===== src/hw/rtl/sbpd_pkg.sv =====
package sbpd_pkg;

	// frame buffering
	localparam int FRAME_BYTES = 16;
	localparam int CNT_W       = $clog2(FRAME_BYTES + 1);
	// bytes that the decode can ever reach (version, flags, 9 field bytes)
	localparam int DEC_BYTES   = 11;
	localparam int IDX_W       = $clog2(DEC_BYTES);
	localparam int LEN_W       = $clog2(DEC_BYTES + 1);

	// queue between front and back
	localparam int Q_DEPTH = 2;
	localparam int QPTR_W  = $clog2(Q_DEPTH);
	localparam int QCNT_W  = $clog2(Q_DEPTH + 1);

	// flag byte bits
	localparam int FLAG_TEMP    = 7;
	localparam int FLAG_HUMID   = 6;
	localparam int FLAG_MAG_EN  = 5;
	localparam int FLAG_MAG_ST  = 4;
	localparam int FLAG_MOVE    = 3;
	localparam int FLAG_ANGLE   = 2;
	localparam int FLAG_BAT_LOW = 1;
	localparam int FLAG_BAT     = 0;

	localparam logic [12:0] BAT_BASE_MV = 13'd2000;

	// snapshot of one closed frame
	typedef struct packed {
		logic [DEC_BYTES*8-1:0] bytes;
		logic [LEN_W-1:0]       len;
	} snap_t;

	// one decoded result
	typedef struct packed {
		logic [7:0]         protocol_version;
		logic [4:0]         present_mask;
		logic signed [15:0] temperature_centi;
		logic [7:0]         humidity_percent;
		logic               magnet_detect_enabled;
		logic               magnet_state;
		logic               moving;
		logic [14:0]        movement_count;
		logic signed [7:0]  pitch_degrees;
		logic signed [15:0] roll_degrees;
		logic               battery_low;
		logic [12:0]        battery_mv;
	} result_t;

endpackage


===== src/hw/rtl/sbpd_in_if.sv =====
interface sbpd_in_if;
	logic       valid;
	logic       ready;
	logic [7:0] data_byte;
	logic       frame_last;

	modport source (output valid, output data_byte, output frame_last, input ready);
	modport sink (input valid, input data_byte, input frame_last, output ready);
endinterface


===== src/hw/rtl/sbpd_out_if.sv =====
interface sbpd_out_if;
	logic               valid;
	logic               ready;
	logic [7:0]         protocol_version;
	logic [4:0]         present_mask;
	logic signed [15:0] temperature_centi;
	logic [7:0]         humidity_percent;
	logic               magnet_detect_enabled;
	logic               magnet_state;
	logic               moving;
	logic [14:0]        movement_count;
	logic signed [7:0]  pitch_degrees;
	logic signed [15:0] roll_degrees;
	logic               battery_low;
	logic [12:0]        battery_mv;

	modport source (output valid, output protocol_version, output present_mask,
		output temperature_centi, output humidity_percent, output magnet_detect_enabled,
		output magnet_state, output moving, output movement_count, output pitch_degrees,
		output roll_degrees, output battery_low, output battery_mv, input ready);
	modport sink (input valid, input protocol_version, input present_mask,
		input temperature_centi, input humidity_percent, input magnet_detect_enabled,
		input magnet_state, input moving, input movement_count, input pitch_degrees,
		input roll_degrees, input battery_low, input battery_mv, output ready);
endinterface


===== src/hw/rtl/sbpd_front.sv =====
module sbpd_front (
	input  logic                 clk,
	input  logic                 arst_n,
	input  logic                 in_valid,
	input  logic [7:0]           data_byte,
	input  logic                 frame_last,
	output logic                 in_ready,
	output logic                 push,
	output sbpd_pkg::snap_t      push_data,
	input  logic                 q_ready
);

	logic [sbpd_pkg::CNT_W-1:0] count_q;
	logic [7:0]                 store_q [sbpd_pkg::DEC_BYTES];
	logic                       accept;

	assign in_ready = q_ready;
	assign accept   = in_valid && q_ready;

	// byte counter, saturates at the frame buffer size, clears on the last byte
	always_ff @(posedge clk or negedge arst_n) begin
		if (!arst_n) begin
			count_q <= '0;
		end else if (accept) begin
			if (frame_last) begin
				count_q <= '0;
			end else if (count_q < sbpd_pkg::CNT_W'(sbpd_pkg::FRAME_BYTES)) begin
				count_q <= count_q + sbpd_pkg::CNT_W'(1);
			end
		end
	end

	// keep only the bytes the decode can reach
	always_ff @(posedge clk) begin
		if (accept && count_q < sbpd_pkg::CNT_W'(sbpd_pkg::DEC_BYTES)) begin
			store_q[count_q[sbpd_pkg::IDX_W-1:0]] <= data_byte;
		end
	end

	// snapshot of the closed frame, the incoming byte merged at its slot
	always_comb begin
		for (int i = 0; i < sbpd_pkg::DEC_BYTES; i++) begin
			if (count_q == sbpd_pkg::CNT_W'(i)) begin
				push_data.bytes[i*8 +: 8] = data_byte;
			end else begin
				push_data.bytes[i*8 +: 8] = store_q[i];
			end
		end
		if (count_q >= sbpd_pkg::CNT_W'(sbpd_pkg::DEC_BYTES)) begin
			push_data.len = sbpd_pkg::LEN_W'(sbpd_pkg::DEC_BYTES);
		end else begin
			push_data.len = sbpd_pkg::LEN_W'(count_q) + sbpd_pkg::LEN_W'(1);
		end
	end

	// only frames of two bytes or more make a request
	assign push = accept && frame_last && (count_q != '0);

endmodule


===== src/hw/rtl/sbpd_queue.sv =====
module sbpd_queue (
	input  logic            clk,
	input  logic            arst_n,
	input  logic            push,
	input  sbpd_pkg::snap_t push_data,
	output logic            q_ready,
	input  logic            pop,
	output logic            head_valid,
	output sbpd_pkg::snap_t head
);

	sbpd_pkg::snap_t             mem_q [sbpd_pkg::Q_DEPTH];
	logic [sbpd_pkg::QPTR_W-1:0] wr_q;
	logic [sbpd_pkg::QPTR_W-1:0] rd_q;
	logic [sbpd_pkg::QCNT_W-1:0] cnt_q;

	assign q_ready    = cnt_q < sbpd_pkg::QCNT_W'(sbpd_pkg::Q_DEPTH);
	assign head_valid = cnt_q != '0;
	assign head       = mem_q[rd_q];

	// pointers and fill level
	always_ff @(posedge clk or negedge arst_n) begin
		if (!arst_n) begin
			wr_q  <= '0;
			rd_q  <= '0;
			cnt_q <= '0;
		end else begin
			if (push) begin
				wr_q <= wr_q + sbpd_pkg::QPTR_W'(1);
			end
			if (pop) begin
				rd_q <= rd_q + sbpd_pkg::QPTR_W'(1);
			end
			if (push && !pop) begin
				cnt_q <= cnt_q + sbpd_pkg::QCNT_W'(1);
			end else if (pop && !push) begin
				cnt_q <= cnt_q - sbpd_pkg::QCNT_W'(1);
			end
		end
	end

	// entry storage
	always_ff @(posedge clk) begin
		if (push) begin
			mem_q[wr_q] <= push_data;
		end
	end

endmodule


===== src/hw/rtl/sbpd_back.sv =====
module sbpd_back (
	input  logic              clk,
	input  logic              arst_n,
	input  logic              head_valid,
	input  sbpd_pkg::snap_t   head,
	output logic              pop,
	output logic              out_valid,
	input  logic              out_ready,
	output sbpd_pkg::result_t result
);

	sbpd_pkg::result_t         dec;
	sbpd_pkg::result_t         result_q;
	logic                      valid_q;
	logic [7:0]                flags;
	logic [sbpd_pkg::LEN_W:0]  len_w;
	logic [sbpd_pkg::LEN_W:0]  off;
	logic [7:0]                bat;

	function automatic logic [7:0] byte_at(input logic [sbpd_pkg::DEC_BYTES*8-1:0] b,
		input logic [sbpd_pkg::LEN_W:0] pos);
		logic [7:0] r;
		r = '0;
		for (int i = 0; i < sbpd_pkg::DEC_BYTES; i++) begin
			if (pos == (sbpd_pkg::LEN_W + 1)'(i)) begin
				r = b[i*8 +: 8];
			end
		end
		return r;
	endfunction

	// field walk at the running offset
	always_comb begin
		dec   = '0;
		bat   = '0;
		flags = head.bytes[15:8];
		len_w = {1'b0, head.len};
		off   = (sbpd_pkg::LEN_W + 1)'(2);
		dec.protocol_version      = head.bytes[7:0];
		dec.magnet_detect_enabled = flags[sbpd_pkg::FLAG_MAG_EN];
		dec.magnet_state          = flags[sbpd_pkg::FLAG_MAG_ST];
		dec.battery_low           = flags[sbpd_pkg::FLAG_BAT_LOW];
		// temperature
		if (flags[sbpd_pkg::FLAG_TEMP] && len_w >= off + (sbpd_pkg::LEN_W + 1)'(2)) begin
			dec.temperature_centi = {byte_at(head.bytes, off),
				byte_at(head.bytes, off + (sbpd_pkg::LEN_W + 1)'(1))};
			dec.present_mask[0] = 1'b1;
			off = off + (sbpd_pkg::LEN_W + 1)'(2);
		end
		// humidity
		if (flags[sbpd_pkg::FLAG_HUMID] && len_w > off) begin
			dec.humidity_percent = byte_at(head.bytes, off);
			dec.present_mask[1]  = 1'b1;
			off = off + (sbpd_pkg::LEN_W + 1)'(1);
		end
		// movement word
		if (flags[sbpd_pkg::FLAG_MOVE] && len_w >= off + (sbpd_pkg::LEN_W + 1)'(2)) begin
			{dec.moving, dec.movement_count} = {byte_at(head.bytes, off),
				byte_at(head.bytes, off + (sbpd_pkg::LEN_W + 1)'(1))};
			dec.present_mask[2] = 1'b1;
			off = off + (sbpd_pkg::LEN_W + 1)'(2);
		end
		// pitch and roll
		if (flags[sbpd_pkg::FLAG_ANGLE] && len_w >= off + (sbpd_pkg::LEN_W + 1)'(3)) begin
			dec.pitch_degrees = byte_at(head.bytes, off);
			dec.roll_degrees  = {byte_at(head.bytes, off + (sbpd_pkg::LEN_W + 1)'(1)),
				byte_at(head.bytes, off + (sbpd_pkg::LEN_W + 1)'(2))};
			dec.present_mask[3] = 1'b1;
			off = off + (sbpd_pkg::LEN_W + 1)'(3);
		end
		// battery voltage, 2000 + 10 * byte
		if (flags[sbpd_pkg::FLAG_BAT] && len_w > off) begin
			bat = byte_at(head.bytes, off);
			dec.battery_mv = sbpd_pkg::BAT_BASE_MV + {2'b00, bat, 3'b000}
				+ {4'b0000, bat, 1'b0};
			dec.present_mask[4] = 1'b1;
		end
	end

	// output register, refilled while the sink takes the current result
	assign pop       = head_valid && (!valid_q || out_ready);
	assign out_valid = valid_q;
	assign result    = result_q;

	always_ff @(posedge clk or negedge arst_n) begin
		if (!arst_n) begin
			valid_q <= 1'b0;
		end else if (pop) begin
			valid_q <= 1'b1;
		end else if (out_ready) begin
			valid_q <= 1'b0;
		end
	end

	always_ff @(posedge clk) begin
		if (pop) begin
			result_q <= dec;
		end
	end

endmodule


===== src/hw/rtl/sensor_beacon_payload_decoder.sv =====
// channel   direction  request carries
// bytes     in         data_byte, frame_last
// results   out        one decoded frame per frame of two bytes or more
//
// one byte is taken each cycle while the frame queue has room; a frame's result
// passes the queue entry, then the output register; decode is running-offset logic
// arst_n clears the byte counter, the queue and the output valid
// bytes stall only when the two-entry frame queue is full, which needs the result
// side to hold back; bytes that are not last also wait then
module sensor_beacon_payload_decoder (
	input  logic        clk,
	input  logic        arst_n,
	sbpd_in_if.sink     bytes,
	sbpd_out_if.source  results
);

	logic              push;
	sbpd_pkg::snap_t   push_data;
	logic              q_ready;
	logic              pop;
	logic              head_valid;
	sbpd_pkg::snap_t   head;
	sbpd_pkg::result_t result;
	logic              in_ready;
	logic              out_valid;

	// frame capture
	sbpd_front u_front (
		.clk        (clk),
		.arst_n     (arst_n),
		.in_valid   (bytes.valid),
		.data_byte  (bytes.data_byte),
		.frame_last (bytes.frame_last),
		.in_ready   (in_ready),
		.push       (push),
		.push_data  (push_data),
		.q_ready    (q_ready)
	);

	// closed frames waiting for decode
	sbpd_queue u_queue (
		.clk        (clk),
		.arst_n     (arst_n),
		.push       (push),
		.push_data  (push_data),
		.q_ready    (q_ready),
		.pop        (pop),
		.head_valid (head_valid),
		.head       (head)
	);

	// decode and result register
	sbpd_back u_back (
		.clk        (clk),
		.arst_n     (arst_n),
		.head_valid (head_valid),
		.head       (head),
		.pop        (pop),
		.out_valid  (out_valid),
		.out_ready  (results.ready),
		.result     (result)
	);

	assign bytes.ready                   = in_ready;
	assign results.valid                 = out_valid;
	assign results.protocol_version      = result.protocol_version;
	assign results.present_mask          = result.present_mask;
	assign results.temperature_centi     = result.temperature_centi;
	assign results.humidity_percent      = result.humidity_percent;
	assign results.magnet_detect_enabled = result.magnet_detect_enabled;
	assign results.magnet_state          = result.magnet_state;
	assign results.moving                = result.moving;
	assign results.movement_count        = result.movement_count;
	assign results.pitch_degrees         = result.pitch_degrees;
	assign results.roll_degrees          = result.roll_degrees;
	assign results.battery_low           = result.battery_low;
	assign results.battery_mv            = result.battery_mv;

endmodule


===== src/flat_wrapper.sv =====
// flat-port wrapper written by rule: the top's interface ports become plain ports
module sensor_beacon_payload_decoder_flat 
  (clk, arst_n, bytes_valid, bytes_data_byte, bytes_frame_last, bytes_ready, results_valid, results_protocol_version, results_present_mask, results_temperature_centi, results_humidity_percent, results_magnet_detect_enabled, results_magnet_state, results_moving, results_movement_count, results_pitch_degrees, results_roll_degrees, results_battery_low, results_battery_mv, results_ready);
  sbpd_in_if bytes_i ();
  sbpd_out_if results_i ();
  input  logic clk;
  input  logic arst_n;
  input wire logic [$bits(bytes_i.valid)-1:0] bytes_valid;
  input wire logic [$bits(bytes_i.data_byte)-1:0] bytes_data_byte;
  input wire logic [$bits(bytes_i.frame_last)-1:0] bytes_frame_last;
  output wire logic [$bits(bytes_i.ready)-1:0] bytes_ready;
  output wire logic [$bits(results_i.valid)-1:0] results_valid;
  output wire logic [$bits(results_i.protocol_version)-1:0] results_protocol_version;
  output wire logic [$bits(results_i.present_mask)-1:0] results_present_mask;
  output wire logic [$bits(results_i.temperature_centi)-1:0] results_temperature_centi;
  output wire logic [$bits(results_i.humidity_percent)-1:0] results_humidity_percent;
  output wire logic [$bits(results_i.magnet_detect_enabled)-1:0] results_magnet_detect_enabled;
  output wire logic [$bits(results_i.magnet_state)-1:0] results_magnet_state;
  output wire logic [$bits(results_i.moving)-1:0] results_moving;
  output wire logic [$bits(results_i.movement_count)-1:0] results_movement_count;
  output wire logic [$bits(results_i.pitch_degrees)-1:0] results_pitch_degrees;
  output wire logic [$bits(results_i.roll_degrees)-1:0] results_roll_degrees;
  output wire logic [$bits(results_i.battery_low)-1:0] results_battery_low;
  output wire logic [$bits(results_i.battery_mv)-1:0] results_battery_mv;
  input wire logic [$bits(results_i.ready)-1:0] results_ready;
  assign bytes_i.valid = bytes_valid;
  assign bytes_i.data_byte = bytes_data_byte;
  assign bytes_i.frame_last = bytes_frame_last;
  assign bytes_ready = bytes_i.ready;
  assign results_valid = results_i.valid;
  assign results_protocol_version = results_i.protocol_version;
  assign results_present_mask = results_i.present_mask;
  assign results_temperature_centi = results_i.temperature_centi;
  assign results_humidity_percent = results_i.humidity_percent;
  assign results_magnet_detect_enabled = results_i.magnet_detect_enabled;
  assign results_magnet_state = results_i.magnet_state;
  assign results_moving = results_i.moving;
  assign results_movement_count = results_i.movement_count;
  assign results_pitch_degrees = results_i.pitch_degrees;
  assign results_roll_degrees = results_i.roll_degrees;
  assign results_battery_low = results_i.battery_low;
  assign results_battery_mv = results_i.battery_mv;
  assign results_i.ready = results_ready;
  sensor_beacon_payload_decoder u_core (.clk(clk), .arst_n(arst_n), .bytes(bytes_i), .results(results_i));
endmodule

===== config.mk =====
export PLATFORM = sky130hd
export DESIGN_NAME = sensor_beacon_payload_decoder_flat
export DESIGN_NICKNAME = d
export VERILOG_FILES = /design/src/hw/rtl/sbpd_pkg.sv /design/src/hw/rtl/sbpd_in_if.sv /design/src/hw/rtl/sbpd_out_if.sv /design/src/hw/rtl/sbpd_front.sv /design/src/hw/rtl/sbpd_queue.sv /design/src/hw/rtl/sbpd_back.sv /design/src/hw/rtl/sensor_beacon_payload_decoder.sv /design/src/flat_wrapper.sv
export SDC_FILE = /design/constraint.sdc
export NUM_CORES = 1
export LEC_CHECK = 0
export BUFFER_PORTS_ARGS = -buffer_cell sky130_fd_sc_hd__buf_2
export CORE_MARGIN = 2
export CORE_UTILIZATION = 45
export DETAILED_ROUTE_END_ITERATION = 10
export GPL_TIMING_DRIVEN = 0
export HOLD_SLACK_MARGIN = 0.05
export SETUP_SLACK_MARGIN = 0.1
export SLEW_MARGIN = 20
export SYNTH_ARGS = -nofsm -noshare
export SYNTH_HDL_FRONTEND = slang
export SYNTH_SLANG_ARGS = --single-unit
export TNS_END_PERCENT = 1

===== constraint.sdc =====
create_clock -name clk -period 9.55 [get_ports clk]
set_clock_uncertainty 0.15 [all_clocks]
set_input_delay 0.955 -clock clk [delete_from_list [all_inputs] [get_ports clk]]
set_output_delay 0.955 -clock clk [all_outputs]
set_load 0.01 [all_outputs]

After elaboration in Yosys (flattened, before gate mapping)
Memory sizes are Yosys's and may differ from the RTL's.
Cells that the tools add are included.
Widths: inputs -> output; s select.

storage, ports and cells
  input bits = 13
  memories = 2
  register bits = 103
  latch bits = 0
  bits in writable memories = 272
  bits in read-only memories = 0

memories
  memory                  depth  width  read ports  clocked after memory_dff  wr ports  line              RTL
  u_core.u_queue.mem_q    2      92     1           0                         1         sbpd_queue.sv:12  sbpd_pkg::snap_t mem_q [sbpd_pkg::Q_DEPTH];
  u_core.u_front.store_q  11     8      11          0                         1         sbpd_front.sv:14  logic [7:0] store_q [sbpd_pkg::DEC_BYTES];

cells by class
  order comparisons = 9
  multiply operators = 0
  eq/ne operators = 80
  reduce and logical (&&, ||, !) cells = 30
  bitwise gates (word level) = 0
  mux-type cells = 109
  $add $sub $neg = 14
  div/mod/pow operators = 0
  shift-type cells = 0

operators by type and width
  cell                    count
  $mux 8                  89
  $eq 5x3->1 const B      32
  $eq 5x4->1 const B      24
  $eq 5x2->1 const B      16
  $eq 5x1->1 const B      8
  $logic_not 5->1         8
  $mux 5                  5
  $add 5x1->5 const B     4
  $mux 17                 1
  $add 5x2->5 const B     3
  $add 12x9->13           1
  $add 11x11->12 const A  1
  $logic_and 1x1->1       12
  $ge 4x5->1              2
  $gt 4x5->1              2
  $mux 1                  10
  $reduce_bool 2->1       4
  $ge 5x4->1 const B      1
  $lt 5x4->1 const B      1
  $lt 5x5->1 const B      1
  $reduce_bool 5->1       1
  $add 4x1->4 const B     1
  $ge 4x3->1 const B      1
  $mux 2                  2
  9 further kinds         12

Longest topological paths before layout
Gate-level depths: netlist of run 1.
An unclocked memory read counts as a cell.

  word-level depth = 30
  mapped depth = 47
  gate-level depth less buffers = 36

By module
From an unflattened synthesis of run 1, not the netlist that was laid out.

unflattened totals
  cells, all modules = 1483
  area total of the unflattened synthesis = 19202.2 um^2

by module, submodules not included
  module      seq. area each (um^2)  cells an instance  area each (um^2)  times used
  sbpd_back   2787.7                 915                7787.5            1
  sbpd_queue  5625.4                 302                7106.8            1
  sbpd_front  2767.7                 266                4307.9            1

Worst setup path before layout of run 1
OpenSTA, ideal clock, no wires.

  path type = flip-flop to flip-flop
  from = register u_core.u_queue.rd_q
  to = register u_core.u_back.result_q, in the netlist u_core.u_back.result[10], data pin
  arrival time = 9.471 ns
  period minus slack after synthesis = 9.895 ns
  buffers on the path = 12
  setup time = 0.275 ns
  cell stages (with the launch flop) = 45
  setup slack = -0.345 ns
  path through = dfrtp_1 -> buf_6 -> buf_2 -> buf_2 -> mux2_2 -> o21ai_1 -> clkbuf_1 -> buf_1 -> ha_1 -> nor2b_1 -> o31a_1 -> nand2_4 -> buf_4 -> buf_2 -> buf_2 -> buf_2 -> ha_1 -> a21boi_0 -> [... 9 more ...] -> inv_1 -> a21oi_2 -> inv_1 -> buf_2 -> nor2_1 -> a221oi_2 -> a21oi_1 -> or3_1 -> ha_1 -> inv_1 -> ha_1 -> fa_1 -> a21o_1 -> a21o_1 -> a21o_1 -> a21oi_1 -> xnor2_1 -> nor2_1

between the ends
  longest elaborated chain between the ends = 30
  elaborated cells between the ends (all ways) = 43
  classes of those cells = add/sub (5); order compare (5); eq/ne (10); mux (16); reduce/logical (6); memory (1)

RTL lines
  element                   line                              RTL
  start: declaration        sbpd_queue.sv:14                  logic [sbpd_pkg::QPTR_W-1:0] rd_q;
  start signal: assignment  sbpd_queue.sv:32                  rd_q <= rd_q + sbpd_pkg::QPTR_W'(1);
  $mem_v2 2x92 *            --
  $ge 4x3->1                sbpd_back.sv:44                   if (flags[sbpd_pkg::FLAG_TEMP] && len_w >= off + (sbpd_pkg::LEN_W + 1)'(2)) begin
  $logic_and 1x1->1         sbpd_back.sv:44
  $mux 3                    sbpd_back.sv:44
  $gt 4x5->1                sbpd_back.sv:51                   if (flags[sbpd_pkg::FLAG_HUMID] && len_w > off) begin
  $logic_and 1x1->1         sbpd_back.sv:51
  $mux 5                    sbpd_back.sv:51
  $add 5x2->5               sbpd_back.sv:57, sbpd_back.sv:61
  [... 4 more ...]          --
  $ge 4x5->1                sbpd_back.sv:64                   if (flags[sbpd_pkg::FLAG_ANGLE] && len_w >= off + (sbpd_pkg::LEN_W + 1)'(3)) begin
  $logic_and 1x1->1         sbpd_back.sv:64
  $mux 5                    sbpd_back.sv:64
  $logic_not 5->1           sbpd_back.sv:25                   if (pos == (sbpd_pkg::LEN_W + 1)'(i)) begin
  $mux 8 (11 in a row)      sbpd_back.sv:25
  $mux 8                    sbpd_back.sv:72                   if (flags[sbpd_pkg::FLAG_BAT] && len_w > off) begin
  $add 11x11->12            sbpd_back.sv:74                   dec.battery_mv = sbpd_pkg::BAT_BASE_MV + {2'b00, bat, 3'b000}
  $add 12x9->13             sbpd_back.sv:75                   + {4'b0000, bat, 1'b0};
  end signal: assignment    sbpd_back.sv:97                   result_q <= dec;
  end: declaration          sbpd_back.sv:13                   sbpd_pkg::result_t result_q;

Mark *: on every way between the ends. The rest lies on a longest branch, timed or not. The select of a mux whose other input is x is not followed.
A chain may end at the register's enable or synchronous reset.

Final worst setup path of run 1
  from = register u_core.u_queue.rd_q
  to = register u_core.u_back.result_q, in the netlist u_core.u_back.result[11], data pin

Same word-level chain as after synthesis.

==> metrics.yaml, run 1 <==
outcome: "finished clean"
synth_top_flop_cell: "edfxtp_1"
report.final.slew_viol_count: 0
layout_common_cells: "edfxtp_1 (364), nor2_1 (147), mux2_2 (137)"
post_dp_cell_area_mm2: 0.0202
grt_first_pass_wirelength_um: 94200
syn_area_mm2: 0.0188
fmax_mhz: 108
dieWidth_um: 209
cts.sinks: 374
clockRootBuffer: "clkbuf_16"
ys_seq_elements: 374
start_util: 0.458
layout_commonest_cell: "edfxtp_1"
place.gp.congestion: 0.996
timing.rr.end: "u_core.u_back.result[11]"
core_mm2: 0.0411
async_reset_ff_frac: 0.0267
io_buffer_count: 106
design.portCount: 108
antenna_left: 0
final_util: 0.543
tightestPinTransition_ns: 1.21
setup_violations: 0
fin_area_mm2: 0.0223
grt_pass1_vias: 13600
cts_hold_buf: 0
hold_path_class: "primary input to asynchronous set/reset pin"
first_iter_violations: 1320
syn_to_final_growth_pct: 18.6
insertion_delay_ns: 0.59
drt-pass1-iter-count: 6
crit_top_cell: "buf_12"
n_antenna_cell: 0
cts_buffers: 40
grt.total_usage: 0.304
syn-num-nets: 1565
max-cap-violations: 0
r2r_cells: 45
syn_inst: 1509
nets: 1764
cp-end-kind: "flip-flop"
die_h_um: 209
crit_slowest_cell: "fa_2"
synth_edf_count: 364
setup.worst_path.class: "flip-flop to flip-flop"
vias: 13900
fill_cells: 3537
finalCriticalPeriod_ns: 9.25
rsz0062_at_grt: "false"
routedWlPerCell_um: 29.1
via_per_inst: 6.12
cp_data_arrival_time_ns: 9.39
fin_hold_ws_ns: 0.0776
timing.final.crit_share: 0.969
drcViolationCount: 0
hold_viol: 0
die_area_mm2: 0.0435
cts_tree: "yes"
htreeDepth: 2
relSlewSlack: 0.171
finalSetupTns_ns: 0
clk_pin_slew_ns: 0.06
ys_types: 74
grt_max_degree: 66
cp_slowest_stage_delay_ns: 0.55
grt_overflow: 0
antenna_found_initial: 0
ys_warn_count: 0
critPathRequiredTime_ns: 9.68
clockBufferDepth: 3
drive_above_1_share: 0.261
syn_avg_cell_area_um2: 12.5
start_kind: "flip-flop"
routed_wirelength_um: 66100
synth_seq_area_share: 0.594
rows: 74
worstPathMaxFanout: 23
rrSetupSlack_ns: 0.30
rr_startpoint: "u_core.u_queue.rd_q"
dp_hpwl_um: 48400
worst max-delay path by stage:
stage / from / endpoint / cells past startpoint
after floorplan: u_core.u_queue.rd_q / u_core.u_back.result[11] / 44
after global routing: u_core.u_queue.rd_q / u_core.u_back.result[11] / 45
after CTS: u_core.u_queue.rd_q / u_core.u_back.result[11] / 45
final: u_core.u_queue.rd_q / u_core.u_back.result[11] / 45
after global placement: u_core.u_queue.rd_q / u_core.u_back.result[10] / 44
after detailed placement: u_core.u_queue.rd_q / u_core.u_back.result[11] / 45
Yosys cell counts, drive strengths merged (7+ instances only):
cell	count	area (um^2)
edfxtp	364	10900
o32ai	8	70.1
mux2	139	1570
mux2i	67	696
nand2	95	364
o221ai	8	70.1
o31ai	11	87.6
a21oi	76	388
o22ai	49	307
clkbuf	62	233
nor2	149	559
o21ai	55	275
ha	41	513
dfrtp	10	250
a221oi	19	179
o211ai	31	233
inv	53	201
nor3	16	80.1
a211o	10	87.6
nor2b	8	50.1
buf	37	188
nand3	24	120
and2	20	125
or3	7	43.8
a31oi	11	68.8
xnor2	12	105
a21o	9	67.6
a221o	8	80.1
and3	14	87.6
a211oi	21	163
sequential cells by signal, summed over array words and instances, names as in the netlist:
name	cells
u_core.u_front.store_q	88
u_core.u_front.count_q	5
u_core.u_back.result	92
u_core.u_queue.cnt_q	2
u_core.u_queue.rd_q	1
u_core.u_back.out_valid	1
u_core.u_queue.wr_q	1
u_core.u_queue.mem_q	184
layer usage:
layer  global-route usage  wire, um
met1                0.399     27100
met2                0.486     30600
met3               0.0430      4460
met4                0.175      3980
met5                    0         0
cell type report:
class                           instances  area [um^2]  share of cell area
Buffer                                 97          643              0.0288
Clock inverter                         26          200             0.00896
Sequential cell                       374        11200               0.500
Inverter                               53          218             0.00975
Tap cell                              532          666              0.0298
Clock buffer                           45         1020              0.0456
Multi-Input combinational cell        983         7410               0.332
Timing Repair Buffer                  159         1000              0.0450
worst max-delay path: cells and delay by family, from the launching register on:
family | cells | cell delay [ns]
fa+ha+maj | 6 | 1.80
compound gates | 17 | 3.25
buf+inv | 15 | 2.04
flops | 1 | 0.39
mux | 2 | 0.56
simple gates | 5 | 0.65
repair_timing:
| action | CTS | global route |
|---|---|---|
| endpoints found under the setup margin | 38 | 5 |
| resized for setup | 103 | 25 |
| setup buffers | 27 | 12 |
| pin swaps | 15 | 14 |
metrics by stage:
stage	setup slack, ns	instances
floorplan	0.101	1509
global placement	-4.09	2147
detailed placement	-3.89	2161
CTS	0.107	2258
global route	0.0637	2269
finish	0.298	2269
kinds of logic after synthesis:
kind of cell / after synthesis / share of synthesized area
flops: 374 / 0.594
compound gates: 361 / 0.132
simple gates: 357 / 0.0844
mux: 207 / 0.121
buf+inv: 152 / 0.0330
fa+ha+maj: 43 / 0.0294
xor+xnor: 14 / 0.00651
other cells: 1 / 0.000199
Power of run 1 is left out: the tool's default activity adds up to more than one toggle a clock period on the data nets, which glitch-free logic cannot reach.
==> run 2: changes to the inputs <==
--- a/config.mk
+++ b/config.mk
@@ -5,6 +5,7 @@
 export SDC_FILE = /design/constraint.sdc
 export NUM_CORES = 1
 export LEC_CHECK = 0
+export ABC_AREA = 1
 export BUFFER_PORTS_ARGS = -buffer_cell sky130_fd_sc_hd__buf_2
 export CORE_MARGIN = 2
 export CORE_UTILIZATION = 45
==> run 2 against run 1 <==
Against the previous run:
- global-route usage fell by 3.7 points
- register-to-register slack improved by 0.47 ns
- first-iteration DRC count decreased by 9.2%
- sequential cell count is the same
- routed wire length decreased by 14%
- cell area is 3.7% lower
- hold slack better by 0.036 ns
- non-clock buffer count is 67 lower
- critical endpoint unchanged
==> metrics.yaml, run 2 <==
yosysMostFrequentCell: "nand2_1"  # was edfxtp_1
routedWlPerCell_um: 21.8  # was 29.1 um
crit_top_cell: "nand2_1"  # was buf_12
syn_inst: 1900  # was 1509
setup_violations: 0  # unchanged
synth_edf_count: 364  # unchanged
outcome: "finished clean"  # unchanged
start_util: 0.458  # about the same
clockBufferDepth: 3  # unchanged
rrSetupSlack_ns: 0.76  # was 0.30 ns
yosysTopAreaCell: "edfxtp_1"  # unchanged
fill_cells: 3713  # was 3537
hold_path_class: "primary input to asynchronous set/reset pin"  # unchanged
synth_seq_area_share: 0.595  # was 0.594
cp_data_arrival_time_ns: 8.97  # was 9.39 ns
routed_wirelength_um: 57100  # was 66100 um
first_iter_violations: 1199  # was 1320
grt.total_usage: 0.266  # was 0.304
timing.rr.end: "u_core.u_back.result[11]"  # unchanged
fin_hold_ws_ns: 0.114  # was 0.0776 ns
nets: 2117  # was 1764
antenna_found_initial: 0  # unchanged
hold_viol: 0  # unchanged
ys_top_cells_by_area: "edfxtp_1 (58%), nand2_1 (10%), o21ai_0 (5.9%)"  # was edfxtp_1 (58%), mux2_2 (8.3%), mux2i_1 (3.5%)
antenna_left: 0  # unchanged
grt_overflow: 0  # unchanged
cts_buffers: 39  # was 40
cts_tree: "yes"  # unchanged
cp_slowest_stage_delay_ns: 0.45  # was 0.55 ns
drt-pass1-iter-count: 5  # was 6
drive_above_1_share: 0.147  # was 0.261
worstPathMaxFanout: 14  # was 23
tightestPinTransition_ns: 1.08  # was 1.21 ns
die_h_um: 208  # was 209 um
syn-num-nets: 1956  # was 1565
grt_max_degree: 26  # was 66
relSlewSlack: 0.273  # was 0.171
rr_startpoint: "u_core.u_queue.rd_q"  # unchanged
fmax_mhz: 114  # was 108 MHz
n_antenna_cell: 0  # unchanged
vias: 14500  # was 13900
grt_first_pass_wirelength_um: 85700  # was 94200 um
setup.worst_path.class: "flip-flop to flip-flop"  # unchanged
netlist.area_leader.share: 0.582  # was 0.580
crit_slowest_cell: "fa_1"  # was fa_2
layout_common_cells: "nand2_1 (511), edfxtp_1 (364), o21ai_0 (215)"  # was edfxtp_1 (364), nor2_1 (147), mux2_2 (137)
cts.sinks: 374  # unchanged
synth_top_flop_cell: "edfxtp_1"  # unchanged
max-cap-violations: 0  # unchanged
cts_hold_buf: 0  # unchanged
io_buffer_count: 106  # unchanged
dieWidth_um: 208  # was 209 um
die_area_mm2: 0.0434  # was 0.0435 mm^2
ys_types: 57  # was 74
critPathRequiredTime_ns: 9.73  # was 9.68 ns
ys_seq_elements: 374  # unchanged
largest_reg_flops: 184  # unchanged
ys_warn_count: 0  # unchanged
place.gp.congestion: 0.980  # was 0.996
r2r_cells: 54  # was 45
htreeDepth: 2  # unchanged
top_register: "u_core.u_queue.mem_q"  # unchanged
timing.final.crit_share: 0.920  # was 0.969
rows: 74  # unchanged
insertion_delay_ns: 0.56  # was 0.59 ns
clk_pin_slew_ns: 0.06  # about the same
layout_commonest_cell: "nand2_1"  # was edfxtp_1
async_reset_ff_frac: 0.0267  # unchanged
via_per_inst: 5.52  # was 6.12
clockRootBuffer: "clkbuf_16"  # unchanged
core_mm2: 0.0410  # was 0.0411 mm^2
syn_avg_cell_area_um2: 9.89  # was 12.5 um^2
finalCriticalPeriod_ns: 8.79  # was 9.25 ns
dp_hpwl_um: 43700  # was 48400 um
design.portCount: 108  # unchanged
synthTopCellsByCount: "nand2_1 (511), edfxtp_1 (364), o21ai_0 (221)"  # was edfxtp_1 (364), nor2_1 (149), mux2_2 (139)
start_kind: "flip-flop"  # unchanged
grt_pass1_vias: 14000  # was 13600
rsz0062_at_grt: "false"  # unchanged
report.final.slew_viol_count: 0  # unchanged
drcViolationCount: 0  # unchanged
syn_area_mm2: 0.0188  # about the same
cp-end-kind: "flip-flop"  # unchanged
syn_to_final_growth_pct: 14.5  # was 18.6%
## run 2: changes by cell type in the layout (fill, tap and decap cells not counted), sizes merged, moves of 38 or more
cell	before	now
nand3	24	62
mux2	139	0
o21ai	55	235
mux2i	67	4
nor2	149	104
a21oi	76	128
nand2	95	541
buf	195	149
inv	53	191
## run 2: area by class of cell
class,count,area [um^2],share of cell area
clock buffer,47,1030,0.0478
inverter,195,736,0.0342
sequential,374,11200,0.520
buffer,68,340,0.0158
tap,532,666,0.0309
timing repair buffer,121,798,0.0371
clock inverter,20,185,0.00861
multi-input combinational,1262,6580,0.306
## run 2: timing repair
item                       4_1_cts  5_1_grt
setup buffers                    1        0
setup endpoints to repair        9        4
gates resized for setup          3        5
pin swaps                        1        0
## run 2: kinds of logic after synthesis
logic type | share of synthesized area
fa+ha+maj | 0.0294
buf+inv | 0.0571
simple gates | 0.185
xor+xnor | 0.00187
other cells | 0.000200
flops | 0.595
compound gates | 0.129
mux | 0.00213
## run 2: critical path, delay by kind of cell (launching register included)
family,cells,cell delay [ns]
AND/OR/NAND/NOR,25,2.25
buffers and inverters,14,2.51
flip-flops,1,0.33
adder cells (fa/ha/maj),6,1.88
AO/OA/AOI/OAI,9,1.38
## run 2: metal layers
layer	vias up	track usage	wire length, um
met5	-	0	0
met4	0	0.129	2550
met3	125	0.0329	3400
met2	582	0.419	25700
met1	6868	0.369	25500
li1	6881	-	-
## run 2: worst max path at each step
stage	slack [ns]	cells past startpoint	from	to
after floorplan	1.77	56	u_core.u_queue.rd_q	u_core.u_back.result[11]
after global placement	-1.04	51	u_core.u_queue.rd_q	u_core.u_back.result[11]
after detailed placement	-1.01	51	u_core.u_queue.rd_q	u_core.u_back.result[11]
after CTS	0.28	52	u_core.u_queue.rd_q	u_core.u_back.result[11]
after global routing	0.14	52	u_core.u_queue.rd_q	u_core.u_back.result[11]
final	0.76	54	u_core.u_queue.rd_q	u_core.u_back.result[11]
## run 2: metrics by stage
step	instances	setup TNS (ns)	util	area, um^2	setup WS [ns]
floorplan	1900	0	-	18800	1.77
global placement	2538	-5.45	0.487	20000	-1.04
detailed placement	2552	-5.24	0.494	20300	-1.01
CTS	2619	0	0.524	21500	0.281
global route	2619	0	0.524	21500	0.142
finish	2619	0	0.524	21500	0.763
Power of run 2 is left out for the same reason.
==> run 3: changes to the inputs <==
--- a/config.mk
+++ b/config.mk
@@ -12,6 +12,7 @@
 export DETAILED_ROUTE_END_ITERATION = 10
 export GPL_TIMING_DRIVEN = 0
 export HOLD_SLACK_MARGIN = 0.05
+export REMOVE_ABC_BUFFERS = 1
 export SETUP_SLACK_MARGIN = 0.1
 export SLEW_MARGIN = 20
 export SYNTH_ARGS = -nofsm -noshare
==> constraint.sdc (replaced) <==
create_clock -name clk -period 9.6 [get_ports clk]
set_clock_uncertainty 0.15 [all_clocks]
set_input_delay 0.96 -clock clk [delete_from_list [all_inputs] [get_ports clk]]
set_output_delay 0.96 -clock clk [all_outputs]
set_load 0.01 [all_outputs]
==> run 3 against run 2 <==
Against the previous run:
- register-to-register slack worse by 0.03 ns
- non-clock buffer count is 50 lower
- via count is 2.7% lower
==> metrics.yaml, run 3 (same netlist as run 2, synthesis figures left out) <==
start_util: 0.458  # unchanged
final_util: 0.525  # was 0.524
cts_buffers: 40  # was 39
first_iter_violations: 1475  # was 1199
nets: 2069  # was 2117
cts_hold_buf: 0  # unchanged
tightestPinTransition_ns: 1.19  # was 1.08 ns
grt.total_usage: 0.260  # was 0.266
htreeDepth: 2  # unchanged
outcome: "finished clean"  # unchanged
cp_slowest_stage_delay_ns: 0.54  # was 0.45 ns
syn_to_final_growth_pct: 14.5  # about the same
place.gp.congestion: 0.992  # was 0.980
max-cap-violations: 0  # unchanged
timing.final.crit_share: 0.923  # was 0.920
core_mm2: 0.0410  # unchanged
design.portCount: 108  # unchanged
worstPathMaxFanout: 84  # was 14
routed_wirelength_um: 56500  # was 57100 um
clockRootBuffer: "clkbuf_16"  # unchanged
routedWlPerCell_um: 22.0  # was 21.8 um
fmax_mhz: 113  # was 114 MHz
rsz0062_at_grt: "false"  # unchanged
hold_path_class: "primary input to asynchronous set/reset pin"  # unchanged
dp_hpwl_um: 42000  # was 43700 um
setup.worst_path.class: "flip-flop to flip-flop"  # unchanged
dieWidth_um: 208  # unchanged
crit_top_cell: "nand2_1"  # unchanged
layout_common_cells: "nand2_1 (511), edfxtp_1 (364), o21ai_0 (216)"  # was nand2_1 (511), edfxtp_1 (364), o21ai_0 (215)
cts_tree: "yes"  # unchanged
grt_pass1_vias: 13500  # was 14000
critPathRequiredTime_ns: 9.77  # was 9.73 ns
vias: 14100  # was 14500
via_per_inst: 5.46  # was 5.52
rows: 74  # unchanged
largest_reg_flops: 184  # unchanged
io_buffer_count: 106  # unchanged
cts.sinks: 374  # unchanged
start_kind: "flip-flop"  # unchanged
report.final.slew_viol_count: 0  # unchanged
insertion_delay_ns: 0.57  # was 0.56 ns
grt_overflow: 0  # unchanged
rr_startpoint: "u_core.u_queue.rd_q"  # unchanged
grt_first_pass_wirelength_um: 83800  # was 85700 um
crit_slowest_cell: "dfrtp_4"  # was fa_1
drive_above_1_share: 0.148  # was 0.147
grt_max_degree: 85  # was 26
setup_violations: 0  # unchanged
top_register: "u_core.u_queue.mem_q"  # unchanged
die_h_um: 208  # unchanged
clockBufferDepth: 3  # unchanged
clk_pin_slew_ns: 0.06  # about the same
hold_viol: 0  # unchanged
die_area_mm2: 0.0434  # unchanged
timing.rr.end: "u_core.u_back.result[11]"  # unchanged
fin_hold_ws_ns: 0.105  # was 0.114 ns
layout_commonest_cell: "nand2_1"  # unchanged
antenna_left: 0  # unchanged
cp_data_arrival_time_ns: 9.04  # was 8.97 ns
r2r_cells: 54  # unchanged
finalSetupTns_ns: 0  # unchanged
drt-pass1-iter-count: 6  # was 5
antenna_found_initial: 1  # was 0
drcViolationCount: 0  # unchanged
cp-end-kind: "flip-flop"  # unchanged
relSlewSlack: 0.201  # was 0.273
rrSetupSlack_ns: 0.74  # was 0.76 ns
finalCriticalPeriod_ns: 8.86  # was 8.79 ns
## run 3: changes by cell type in the layout (fill, tap and decap cells not counted), sizes merged
cell	before	now
bufinv	3	2
clkbuf	87	52
inv	191	190
clkinvlp	1	3
buf	149	139
diode	0	1
clkinv	20	21
## run 3: worst max-delay path by stage
stage | startpoint | endpoint | slack, ns | depth (start not counted)
after floorplan | u_core.u_queue.rd_q | u_core.u_back.result[11] | -0.24 | 49
after CTS | u_core.u_queue.rd_q | u_core.u_back.result[11] | 0.14 | 54
final | u_core.u_queue.rd_q | u_core.u_back.result[11] | 0.74 | 54
after detailed placement | u_core.u_queue.rd_q | u_core.u_back.result[11] | -2.13 | 53
after global placement | u_core.u_queue.rd_q | u_core.u_back.result[11] | -4.42 | 50
after global routing | u_core.u_queue.rd_q | u_core.u_back.result[11] | 0.18 | 54
## run 3: metal layers
layer / track usage / up-vias / wire length, um
met4: 0.0910 / 2 / 1930
li1: - / 6776 / -
met3: 0.0380 / 118 / 3170
met5: 0 / - / 7
met2: 0.419 / 487 / 26200
met1: 0.360 / 6687 / 25200
## run 3: critical path, delay by kind of cell, from the launching register on
family | cells | cell delay (ns)
buffers and inverters | 12 | 1.48
AOI/OAI and AO/OA | 8 | 1.31
adders and majority gates | 6 | 1.79
and+or+nand+nor | 28 | 3.27
DFF | 1 | 0.54
## run 3: layout make-up
cell class	instances	area (um^2)
Clock buffer	52	1080
Antenna cell	1	2.50
Fill cell	3701	19500
Timing Repair Buffer	139	1040
Tap cell	532	666
Sequential cell	374	11200
Multi-Input combinational cell	1262	6580
Inverter	195	767
Clock inverter	20	189
Timing Repair inverter	1	5.00
## run 3: what timing repair did
item | CTS | global route
pin swaps | 4 | 2
gates resized for setup | 7 | 5
buffers inserted | 8 | 10
gates cloned | 1 | 0
hold endpoints to repair | 0 | 0
endpoints found under the setup margin | 37 | 5
## run 3: through the flow
stage / instances / worst slack (ns) / area (um^2)
finish: 2576 / 0.735 / 21500
global placement: 2469 / -4.42 / 19600
CTS: 2565 / 0.139 / 21400
global route: 2575 / 0.178 / 21500
floorplan: 1831 / -0.243 / 18400
detailed placement: 2484 / -2.13 / 20000
Power of run 3 is left out for the same reason.
